### config.mk
export PLATFORM = sky130hd
export DESIGN_NAME = indexed_shift_list
export DESIGN_NICKNAME = d
export VERILOG_FILES = /design/src/sv/isl_pkg.sv /design/src/sv/isl_datapath.sv /design/src/sv/isl_ctrl.sv /design/src/sv/indexed_shift_list.sv
export SDC_FILE = /design/constraint.sdc
export NUM_CORES = 2
export LEC_CHECK = 0
export BUFFER_PORTS_ARGS = -buffer_cell sky130_fd_sc_hd__clkbuf_2
export CORE_MARGIN = 2
export CORE_UTILIZATION = 57
export CTS_CLUSTER_DIAMETER = 60
export DETAILED_ROUTE_END_ITERATION = 10
export PLACE_DENSITY_LB_ADDON = 0.2
export SLEW_MARGIN = 0
export SYNTH_ARGS = -nofsm -noshare
export SYNTH_HDL_FRONTEND = slang
export SYNTH_SLANG_ARGS = --single-unit
### constraint.sdc
create_clock -name clock -period 9.4 [get_ports clock]
set_clock_uncertainty 0.2 [all_clocks]
set_input_delay 1.41 -clock clock [delete_from_list [all_inputs] [get_ports clock]]
set_output_delay 1.41 -clock clock [all_outputs]
set_load 0.03 [all_outputs]
### src/sv/isl_pkg.sv
// isl_pkg: types, codes and command/status structs for indexed_shift_list.
// Used by isl_ctrl, isl_datapath and indexed_shift_list; no dependencies.
package isl_pkg;

   localparam int CAPACITY_DEF = 64;

   typedef enum logic [1:0] {
      OP_PUSH   = 2'd0,
      OP_POP    = 2'd1,
      OP_INSERT = 2'd2,
      OP_REMOVE = 2'd3
   } op_type;

   typedef enum logic [1:0] {
      ST_OK    = 2'd0,
      ST_FULL  = 2'd1,
      ST_EMPTY = 2'd2,
      ST_RANGE = 2'd3
   } status_type;

   typedef enum logic [1:0] {
      RA_IDX_DN,
      RA_IDX_UP,
      RA_POS,
      RA_LAST
   } rd_sel_type;

   typedef enum logic [1:0] {
      WA_IDX,
      WA_POS,
      WA_LEN
   } wr_sel_type;

   typedef enum logic {
      WS_VALUE,
      WS_READ
   } wr_src_type;

   typedef enum logic [2:0] {
      IX_HOLD,
      IX_LEN,
      IX_POS,
      IX_DEC,
      IX_INC
   } idx_op_type;

   typedef enum logic [1:0] {
      LN_HOLD,
      LN_INC,
      LN_DEC
   } len_op_type;

   typedef enum logic [3:0] {
      S_IDLE,
      S_DECIDE,
      S_POP_TAKE,
      S_INS_CHK,
      S_INS_WR,
      S_REM_TAKE,
      S_REM_CHK,
      S_REM_WR,
      S_DONE
   } state_type;

   typedef struct packed {
      logic       latch;
      logic       rd_en;
      rd_sel_type rd_sel;
      logic       wr_en;
      wr_sel_type wr_sel;
      wr_src_type wr_src;
      idx_op_type idx_op;
      len_op_type len_op;
      logic       take_en;
      logic       status_en;
      status_type status;
   } cmd_type;

   typedef struct packed {
      op_type op;
      logic   empty;
      logic   full;
      logic   pos_gt_len;
      logic   pos_ge_len;
      logic   idx_gt_pos;
      logic   idx_up_lt_len;
   } stat_type;

endpackage

### src/sv/isl_datapath.sv
// isl_datapath: element memory, length, cursor and result registers.
// Driven by isl_ctrl through isl_pkg::cmd_type; depends on isl_pkg.
module isl_datapath #(
   parameter int CAPACITY = isl_pkg::CAPACITY_DEF
) (
   input  logic                clock,
   input  logic                reset,
   input  isl_pkg::cmd_type    cmd,
   output isl_pkg::stat_type   stat,
   input  logic [1:0]          req_op,
   input  logic signed [31:0]  req_value,
   input  logic [6:0]          req_position,
   output logic signed [31:0]  rsp_taken,
   output logic [1:0]          rsp_status,
   output logic [6:0]          rsp_count
);

   localparam int LW = $clog2(CAPACITY + 1);
   localparam int AW = $clog2(CAPACITY);
   localparam int CW = (LW > 7) ? LW : 7;

   logic [31:0] mem [CAPACITY];

   isl_pkg::op_type     op_ff, op_in;
   logic signed [31:0]  value_ff, value_in;
   logic [6:0]          pos_ff, pos_in;
   logic [LW-1:0]       length_ff, length_in;
   logic [LW-1:0]       idx_ff, idx_in;
   logic signed [31:0]  taken_ff, taken_in;
   isl_pkg::status_type status_ff, status_in;
   logic [31:0]         rd_data_ff;

   logic [CW-1:0] pos_ext, len_ext, idx_ext, count_ext;
   logic [LW-1:0] idx_up, rd_full, wr_full;
   logic [31:0]   wr_data;

   assign pos_ext   = CW'(pos_ff);
   assign len_ext   = CW'(length_ff);
   assign idx_ext   = CW'(idx_ff);
   assign idx_up    = idx_ff + LW'(1);

   assign stat.op            = op_ff;
   assign stat.empty         = (length_ff == '0);
   assign stat.full          = (length_ff == LW'(CAPACITY));
   assign stat.pos_gt_len    = (pos_ext > len_ext);
   assign stat.pos_ge_len    = (pos_ext >= len_ext);
   assign stat.idx_gt_pos    = (idx_ext > pos_ext);
   assign stat.idx_up_lt_len = (idx_up < length_ff);

   always_comb begin
      case (cmd.rd_sel)
         isl_pkg::RA_IDX_DN: rd_full = idx_ff - LW'(1);
         isl_pkg::RA_IDX_UP: rd_full = idx_up;
         isl_pkg::RA_POS:    rd_full = pos_ext[LW-1:0];
         isl_pkg::RA_LAST:   rd_full = length_ff - LW'(1);
         default:            rd_full = idx_ff;
      endcase
      case (cmd.wr_sel)
         isl_pkg::WA_IDX: wr_full = idx_ff;
         isl_pkg::WA_POS: wr_full = pos_ext[LW-1:0];
         isl_pkg::WA_LEN: wr_full = length_ff;
         default:         wr_full = idx_ff;
      endcase
      wr_data = (cmd.wr_src == isl_pkg::WS_READ) ? rd_data_ff : value_ff;
   end

   always_comb begin
      op_in     = op_ff;
      value_in  = value_ff;
      pos_in    = pos_ff;
      taken_in  = taken_ff;
      status_in = status_ff;
      if (cmd.latch) begin
         op_in    = isl_pkg::op_type'(req_op);
         value_in = req_value;
         pos_in   = req_position;
         taken_in = '0;
      end
      if (cmd.take_en) begin
         taken_in = rd_data_ff;
      end
      if (cmd.status_en) begin
         status_in = cmd.status;
      end
      case (cmd.idx_op)
         isl_pkg::IX_LEN: idx_in = length_ff;
         isl_pkg::IX_POS: idx_in = pos_ext[LW-1:0];
         isl_pkg::IX_DEC: idx_in = idx_ff - LW'(1);
         isl_pkg::IX_INC: idx_in = idx_up;
         default:         idx_in = idx_ff;
      endcase
      case (cmd.len_op)
         isl_pkg::LN_INC: length_in = length_ff + LW'(1);
         isl_pkg::LN_DEC: length_in = length_ff - LW'(1);
         default:         length_in = length_ff;
      endcase
   end

   always_ff @(posedge clock) begin
      if (reset) begin
         length_ff <= '0;
      end else begin
         length_ff <= length_in;
      end
   end

   always_ff @(posedge clock) begin
      op_ff     <= op_in;
      value_ff  <= value_in;
      pos_ff    <= pos_in;
      idx_ff    <= idx_in;
      taken_ff  <= taken_in;
      status_ff <= status_in;
   end

   always_ff @(posedge clock) begin
      if (cmd.rd_en) begin
         rd_data_ff <= mem[rd_full[AW-1:0]];
      end
      if (cmd.wr_en) begin
         mem[wr_full[AW-1:0]] <= wr_data;
      end
   end

   assign count_ext  = CW'(length_ff);
   assign rsp_taken  = taken_ff;
   assign rsp_status = status_ff;
   assign rsp_count  = count_ext[6:0];

endmodule

### src/sv/isl_ctrl.sv
// isl_ctrl: request sequencer for indexed_shift_list.
// Issues isl_pkg::cmd_type to isl_datapath from its status; depends on isl_pkg.
module isl_ctrl (
   input  logic              clock,
   input  logic              reset,
   input  logic              start,
   output logic              busy,
   output logic              rsp_valid,
   input  isl_pkg::stat_type stat,
   output isl_pkg::cmd_type  cmd
);

   isl_pkg::state_type state_ff, state_in;

   always_ff @(posedge clock) begin
      if (reset) begin
         state_ff <= isl_pkg::S_IDLE;
      end else begin
         state_ff <= state_in;
      end
   end

   always_comb begin
      state_in      = state_ff;
      cmd           = '0;
      cmd.rd_sel    = isl_pkg::RA_IDX_DN;
      cmd.wr_sel    = isl_pkg::WA_IDX;
      cmd.wr_src    = isl_pkg::WS_VALUE;
      cmd.idx_op    = isl_pkg::IX_HOLD;
      cmd.len_op    = isl_pkg::LN_HOLD;
      cmd.status    = isl_pkg::ST_OK;
      case (state_ff)
         isl_pkg::S_IDLE: begin
            if (start) begin
               cmd.latch = 1'b1;
               state_in  = isl_pkg::S_DECIDE;
            end
         end
         isl_pkg::S_DECIDE: begin
            cmd.status_en = 1'b1;
            state_in      = isl_pkg::S_DONE;
            case (stat.op)
               isl_pkg::OP_PUSH: begin
                  if (stat.full) begin
                     cmd.status = isl_pkg::ST_FULL;
                  end else begin
                     cmd.wr_en  = 1'b1;
                     cmd.wr_sel = isl_pkg::WA_LEN;
                     cmd.len_op = isl_pkg::LN_INC;
                  end
               end
               isl_pkg::OP_POP: begin
                  if (stat.empty) begin
                     cmd.status = isl_pkg::ST_EMPTY;
                  end else begin
                     cmd.rd_en  = 1'b1;
                     cmd.rd_sel = isl_pkg::RA_LAST;
                     state_in   = isl_pkg::S_POP_TAKE;
                  end
               end
               isl_pkg::OP_INSERT: begin
                  if (stat.pos_gt_len) begin
                     cmd.status = isl_pkg::ST_RANGE;
                  end else if (stat.full) begin
                     cmd.status = isl_pkg::ST_FULL;
                  end else begin
                     cmd.idx_op = isl_pkg::IX_LEN;
                     state_in   = isl_pkg::S_INS_CHK;
                  end
               end
               default: begin
                  if (stat.empty) begin
                     cmd.status = isl_pkg::ST_EMPTY;
                  end else if (stat.pos_ge_len) begin
                     cmd.status = isl_pkg::ST_RANGE;
                  end else begin
                     cmd.rd_en  = 1'b1;
                     cmd.rd_sel = isl_pkg::RA_POS;
                     cmd.idx_op = isl_pkg::IX_POS;
                     state_in   = isl_pkg::S_REM_TAKE;
                  end
               end
            endcase
         end
         isl_pkg::S_POP_TAKE: begin
            cmd.take_en = 1'b1;
            cmd.len_op  = isl_pkg::LN_DEC;
            state_in    = isl_pkg::S_DONE;
         end
         isl_pkg::S_INS_CHK: begin
            if (stat.idx_gt_pos) begin
               cmd.rd_en  = 1'b1;
               cmd.rd_sel = isl_pkg::RA_IDX_DN;
               state_in   = isl_pkg::S_INS_WR;
            end else begin
               cmd.wr_en  = 1'b1;
               cmd.wr_sel = isl_pkg::WA_POS;
               cmd.wr_src = isl_pkg::WS_VALUE;
               cmd.len_op = isl_pkg::LN_INC;
               state_in   = isl_pkg::S_DONE;
            end
         end
         isl_pkg::S_INS_WR: begin
            cmd.wr_en  = 1'b1;
            cmd.wr_sel = isl_pkg::WA_IDX;
            cmd.wr_src = isl_pkg::WS_READ;
            cmd.idx_op = isl_pkg::IX_DEC;
            state_in   = isl_pkg::S_INS_CHK;
         end
         isl_pkg::S_REM_TAKE: begin
            cmd.take_en = 1'b1;
            state_in    = isl_pkg::S_REM_CHK;
         end
         isl_pkg::S_REM_CHK: begin
            if (stat.idx_up_lt_len) begin
               cmd.rd_en  = 1'b1;
               cmd.rd_sel = isl_pkg::RA_IDX_UP;
               state_in   = isl_pkg::S_REM_WR;
            end else begin
               cmd.len_op = isl_pkg::LN_DEC;
               state_in   = isl_pkg::S_DONE;
            end
         end
         isl_pkg::S_REM_WR: begin
            cmd.wr_en  = 1'b1;
            cmd.wr_sel = isl_pkg::WA_IDX;
            cmd.wr_src = isl_pkg::WS_READ;
            cmd.idx_op = isl_pkg::IX_INC;
            state_in   = isl_pkg::S_REM_CHK;
         end
         isl_pkg::S_DONE: begin
            state_in = isl_pkg::S_IDLE;
         end
         default: begin
            state_in = isl_pkg::S_IDLE;
         end
      endcase
   end

   assign busy      = (state_ff != isl_pkg::S_IDLE);
   assign rsp_valid = (state_ff == isl_pkg::S_DONE);

endmodule

### src/sv/indexed_shift_list.sv
// indexed_shift_list: ordered list with push, pop, insert and remove at index.
// Path to rsp_valid: push or a failed request runs S_DECIDE, S_DONE; pop adds
// S_POP_TAKE; insert loops S_INS_CHK/S_INS_WR and remove S_REM_CHK/S_REM_WR after
// S_REM_TAKE, each loop pass reading one element and writing it one place over.
// A new transaction is taken the cycle after rsp_valid; the receiver cannot stall.
// Reset (synchronous) clears the length and controller only; no clearing pass.
module indexed_shift_list #(
   parameter int CAPACITY = isl_pkg::CAPACITY_DEF
) (
   input  logic               clock,
   input  logic               reset,
   input  logic               start,
   output logic               busy,
   input  logic [1:0]         req_op,
   input  logic signed [31:0] req_value,
   input  logic [6:0]         req_position,
   output logic               rsp_valid,
   output logic signed [31:0] rsp_taken,
   output logic [1:0]         rsp_status,
   output logic [6:0]         rsp_count
);

   isl_pkg::cmd_type  cmd;
   isl_pkg::stat_type stat;

   isl_ctrl u_ctrl (
      .clock     (clock),
      .reset     (reset),
      .start     (start),
      .busy      (busy),
      .rsp_valid (rsp_valid),
      .stat      (stat),
      .cmd       (cmd)
   );

   isl_datapath #(
      .CAPACITY (CAPACITY)
   ) u_datapath (
      .clock        (clock),
      .reset        (reset),
      .cmd          (cmd),
      .stat         (stat),
      .req_op       (req_op),
      .req_value    (req_value),
      .req_position (req_position),
      .rsp_taken    (rsp_taken),
      .rsp_status   (rsp_status),
      .rsp_count    (rsp_count)
   );

`ifndef SYNTH
   a_strobe_single: assert property (@(posedge clock) disable iff (reset)
      rsp_valid |=> !rsp_valid)
      else $error("rsp_valid held longer than one cycle");

   a_accept_busy: assert property (@(posedge clock) disable iff (reset)
      (start && !busy) |=> busy)
      else $error("busy not raised after accepted transaction");

   a_fail_count: assert property (@(posedge clock) disable iff (reset)
      (rsp_valid && rsp_status != isl_pkg::ST_OK) |-> rsp_count == $past(rsp_count, 2))
      else $error("failed transaction changed the length");

   a_fail_taken: assert property (@(posedge clock) disable iff (reset)
      (rsp_valid && rsp_status != isl_pkg::ST_OK) |-> rsp_taken == 32'sd0)
      else $error("failed transaction returned a nonzero value");
`endif

endmodule

==> reports/metrics.cfg <==
[status]
status=finished, final reports clean

[floorplanning]
dieArea_um2=153000
dieWidth_um=392
core_area_um2=150000
io_pins=87
rows=142
dieHeight_um=392
start_util_pct=57.2

[layout]
multi_input_area_um2=19200
utilization_pct=63.5
seq_area_um2=65100
syn2layout_area_growth_pct=10.9
num-nets-final=6025
fillers=10700
drive_above_1_share_pct=9.68

[setup_path]
r2r-start=u_datapath.idx_ext[0]$_DFFE_PP_
worst-path-buf-inv=2
crit_arrival_ns=7.00
rr_endpoint=u_datapath.rd_data_ff[31]$_DFFE_PP_
path_class=flip-flop to flip-flop
crit_path_cell_trace=ha_1 > nand3_1 > xnor2_1 > ha_1 > a211oi_1 > o2111a_1 > and2_0 > or4_1 > and3_4 > buf_4 > buf_4 > nand2_1 > nand3_1 > nand4_1 > and4_1 > o221ai_1
crit_required_ns=9.88
reg2reg_depth=16
endpoint_kind=flip-flop
ff2ff_setup_slack_ns=2.88
crit_family=simple AND/OR/NAND/NOR gates
crit_path_end=u_datapath.rd_data_ff[31]$_DFFE_PP_
cp_slowest_stage_delay_ns=0.82
crit_path_max_fanout=60
critPathSlowestCell=and3_4
cp.depth=16
crit_path_start=u_datapath.idx_ext[0]$_DFFE_PP_
critPathLaunchType=flip-flop

[timing]
relSlewSlack_pct=11.0
hold_violations=0
fmax_ghz=0.153
setup_tns_ns=0
fin_crit_sh_pct=69.4
fin_crit_ns=6.52
setup_violations=0
hold_ws_ns=0.385
tightestPinTransition_ns=1.33
setup_slack_ns=2.88
drv_slew=0
rsz0062_at_grt=no

[routing]
drc_errors=0
viasPerCell=6.51
postRouteAntennaNets=0
drt_wl_total_mm=250
vias=53100
wl_per_cell_um=30.6
drt-pass1-iter-count=6
drtIter0Drc=7709

[synthesis]
ys_warn_count=0
synthDistinctLibCells=63
synth_top_area_cell=edfxtp_1
ys_seq_area_share_pct=76.1
synth-main-ff-cell=edfxtp_1
synthTopCellsByCount=edfxtp_1, nand2_1, a21oi_1
yosys.cell_count.top_type=edfxtp_1
synthArstFlopShare_pct=0
netlist_top_cells_area=edfxtp_1, nand2_1, a21oi_1, nand3_1, mux2i_1
syn_area_per_cell_um2=14.3
synth-seq-cells=2173
synth_area_um2=85600
synthCells=5970
post-synth-top-area-fraction_pct=75.8
synth_nets=6041
synth_edf_count=2162

[clock_tree]
cts-root-buf=clkbuf_16
cts_setup_buffers=0
htreeDepth=4
ctsHoldBuffers=0
cts.repair.resized=0
worstSkewPairLatency_ns=0.85
cts_tree=yes
clkTransAtPathRegs_ns=0.06
clk_path_buf_depth=3
clock_sinks=2173
cts_made_buffers=210

[global_route]
grt_usage_pct=32.5
antenna_found_initial=15
grt_use_met1_pct=43.6
grt_pass1_wl_mm=356
gr-total-overflow=0
busiest_layer=met2
grt_pass1_vias=50400
grt_max_degree=131
grt_util_met3_pct=6.59
use_met2_pct=49.4

[pwr]
p_leak_uw=0.0311
powerDensity_nw_per_um2=218
peakVddDrop_mv=0.205
finalPower_uw=20700

[placement]
dp_hpwl_mm=139
pre_cts_ws_ns=2.99
portBuffers=86
place.gp.congestion=0.915

[min_path]
hp-class=flip-flop to flip-flop

[job]
drv_cap=0

## cells in the final DEF (no fill, tap or decap), types with 36 or more instances in the layout
cell,instances
edfxtp_1,2162
nand2_1,1314
a21oi_1,567
nand3_1,284
clkbuf_16,210
a22oi_1,138
nand4_1,132
mux2i_1,130
a32oi_1,129
a221oi_1,97
clkbuf_2,86
buf_4,75
nor2_4,67
a22o_1,63
clkinv_1,55
clkbuf_1,47
clkinv_2,43
nor2_1,37
and2_1,36
## registers in the layout, summed over array words and instances, names as in the netlist
register / count
u_ctrl.state_ff: 4
u_datapath.idx_ext: 7
u_datapath.mem: 2048
u_datapath.op_ff: 2
u_datapath.pos_ext: 7
u_datapath.rd_data_ff: 32
u_datapath.rsp_count: 7
u_datapath.rsp_status: 2
u_datapath.rsp_taken: 32
u_datapath.value_ff: 32
## layer usage
| metal | vias up | share of wire, % |
|---|---|---|
| met3 | 575 | 10 |
| met5 | - | 0.017 |
| li1 | 22800 | - |
| met1 | 26700 | 37 |
| met2 | 3025 | 46 |
| met4 | 6 | 7.1 |
## through the flow
step	instances	cell area, um2
after floorplan	5970	85600
after global placement	7758	88300
after detailed placement	7758	88300
after CTS	8151	95000
after global routing	8151	95000
final	8154	95000
## cell families (layout without fill, tap and decap cells)
logic type / after synthesis / count (layout) / synth area share [%]
flip-flops: 2173 / 2173 / 76.1
XOR/XNOR: 17 / 17 / 0.174
multiplexers: 162 / 162 / 1.94
buffers and inverters: 436 / 601 / 2.34
adder cells (fa/ha/maj): 27 / 27 / 0.394
other: 0 / 3 / 0
AND/OR/NAND/NOR: 1968 / 1968 / 9.92
AO/OA/AOI/OAI: 1187 / 1187 / 9.17
## how the worst min path moves through the flow
stage	startpoint	to	slack [ns]	cells after the start
2_1_floorplan	u_datapath.rd_data_ff[0]$_DFFE_PP_	u_datapath.rsp_taken[0]$_SDFFCE_PN0P_	0.32	1
3_3_place_gp	u_datapath.rd_data_ff[2]$_DFFE_PP_	u_datapath.rsp_taken[2]$_SDFFCE_PN0P_	0.37	1
3_5_place_dp	u_datapath.rd_data_ff[2]$_DFFE_PP_	u_datapath.rsp_taken[2]$_SDFFCE_PN0P_	0.37	1
4_1_cts	u_datapath.rd_data_ff[2]$_DFFE_PP_	u_datapath.rsp_taken[2]$_SDFFCE_PN0P_	0.38	1
5_1_grt	u_datapath.rd_data_ff[2]$_DFFE_PP_	u_datapath.rsp_taken[2]$_SDFFCE_PN0P_	0.41	1
6_report	u_datapath.rd_data_ff[2]$_DFFE_PP_	u_datapath.rsp_taken[2]$_SDFFCE_PN0P_	0.39	1
## cell type report
class / instances / share of cell area (%)
repair buffers: 180 / 1.45
multi-input cells: 3361 / 20.2
diodes: 3 / 0.00790
flip-flops and latches: 2173 / 68.6
clock inverters: 136 / 1.27
clock buffers: 257 / 5.72
well taps: 2016 / 2.66
inverters: 28 / 0.112
## worst reg2reg max path, delay by kind of cell (launching register included)
kind / cells / cell delay (ns)
and+or+nand+nor: 8 / 2.66
xor gates and xnor gates: 1 / 0.29
AOI/OAI and AO/OA: 3 / 0.69
DFF: 1 / 0.58
buffers and inverters: 2 / 1.40
adders and majority gates: 2 / 0.55
## power breakdown
part | switching, uW | total (uW) | internal (uW) | leakage [uW]
clock network | 3650 | 8190 | 4540 | 0.00326
registers | 33.5 | 10900 | 10900 | 0.0196
logic | 1230 | 1590 | 352 | 0.00832
No activity file was read; power rests on OpenSTA's default activity.
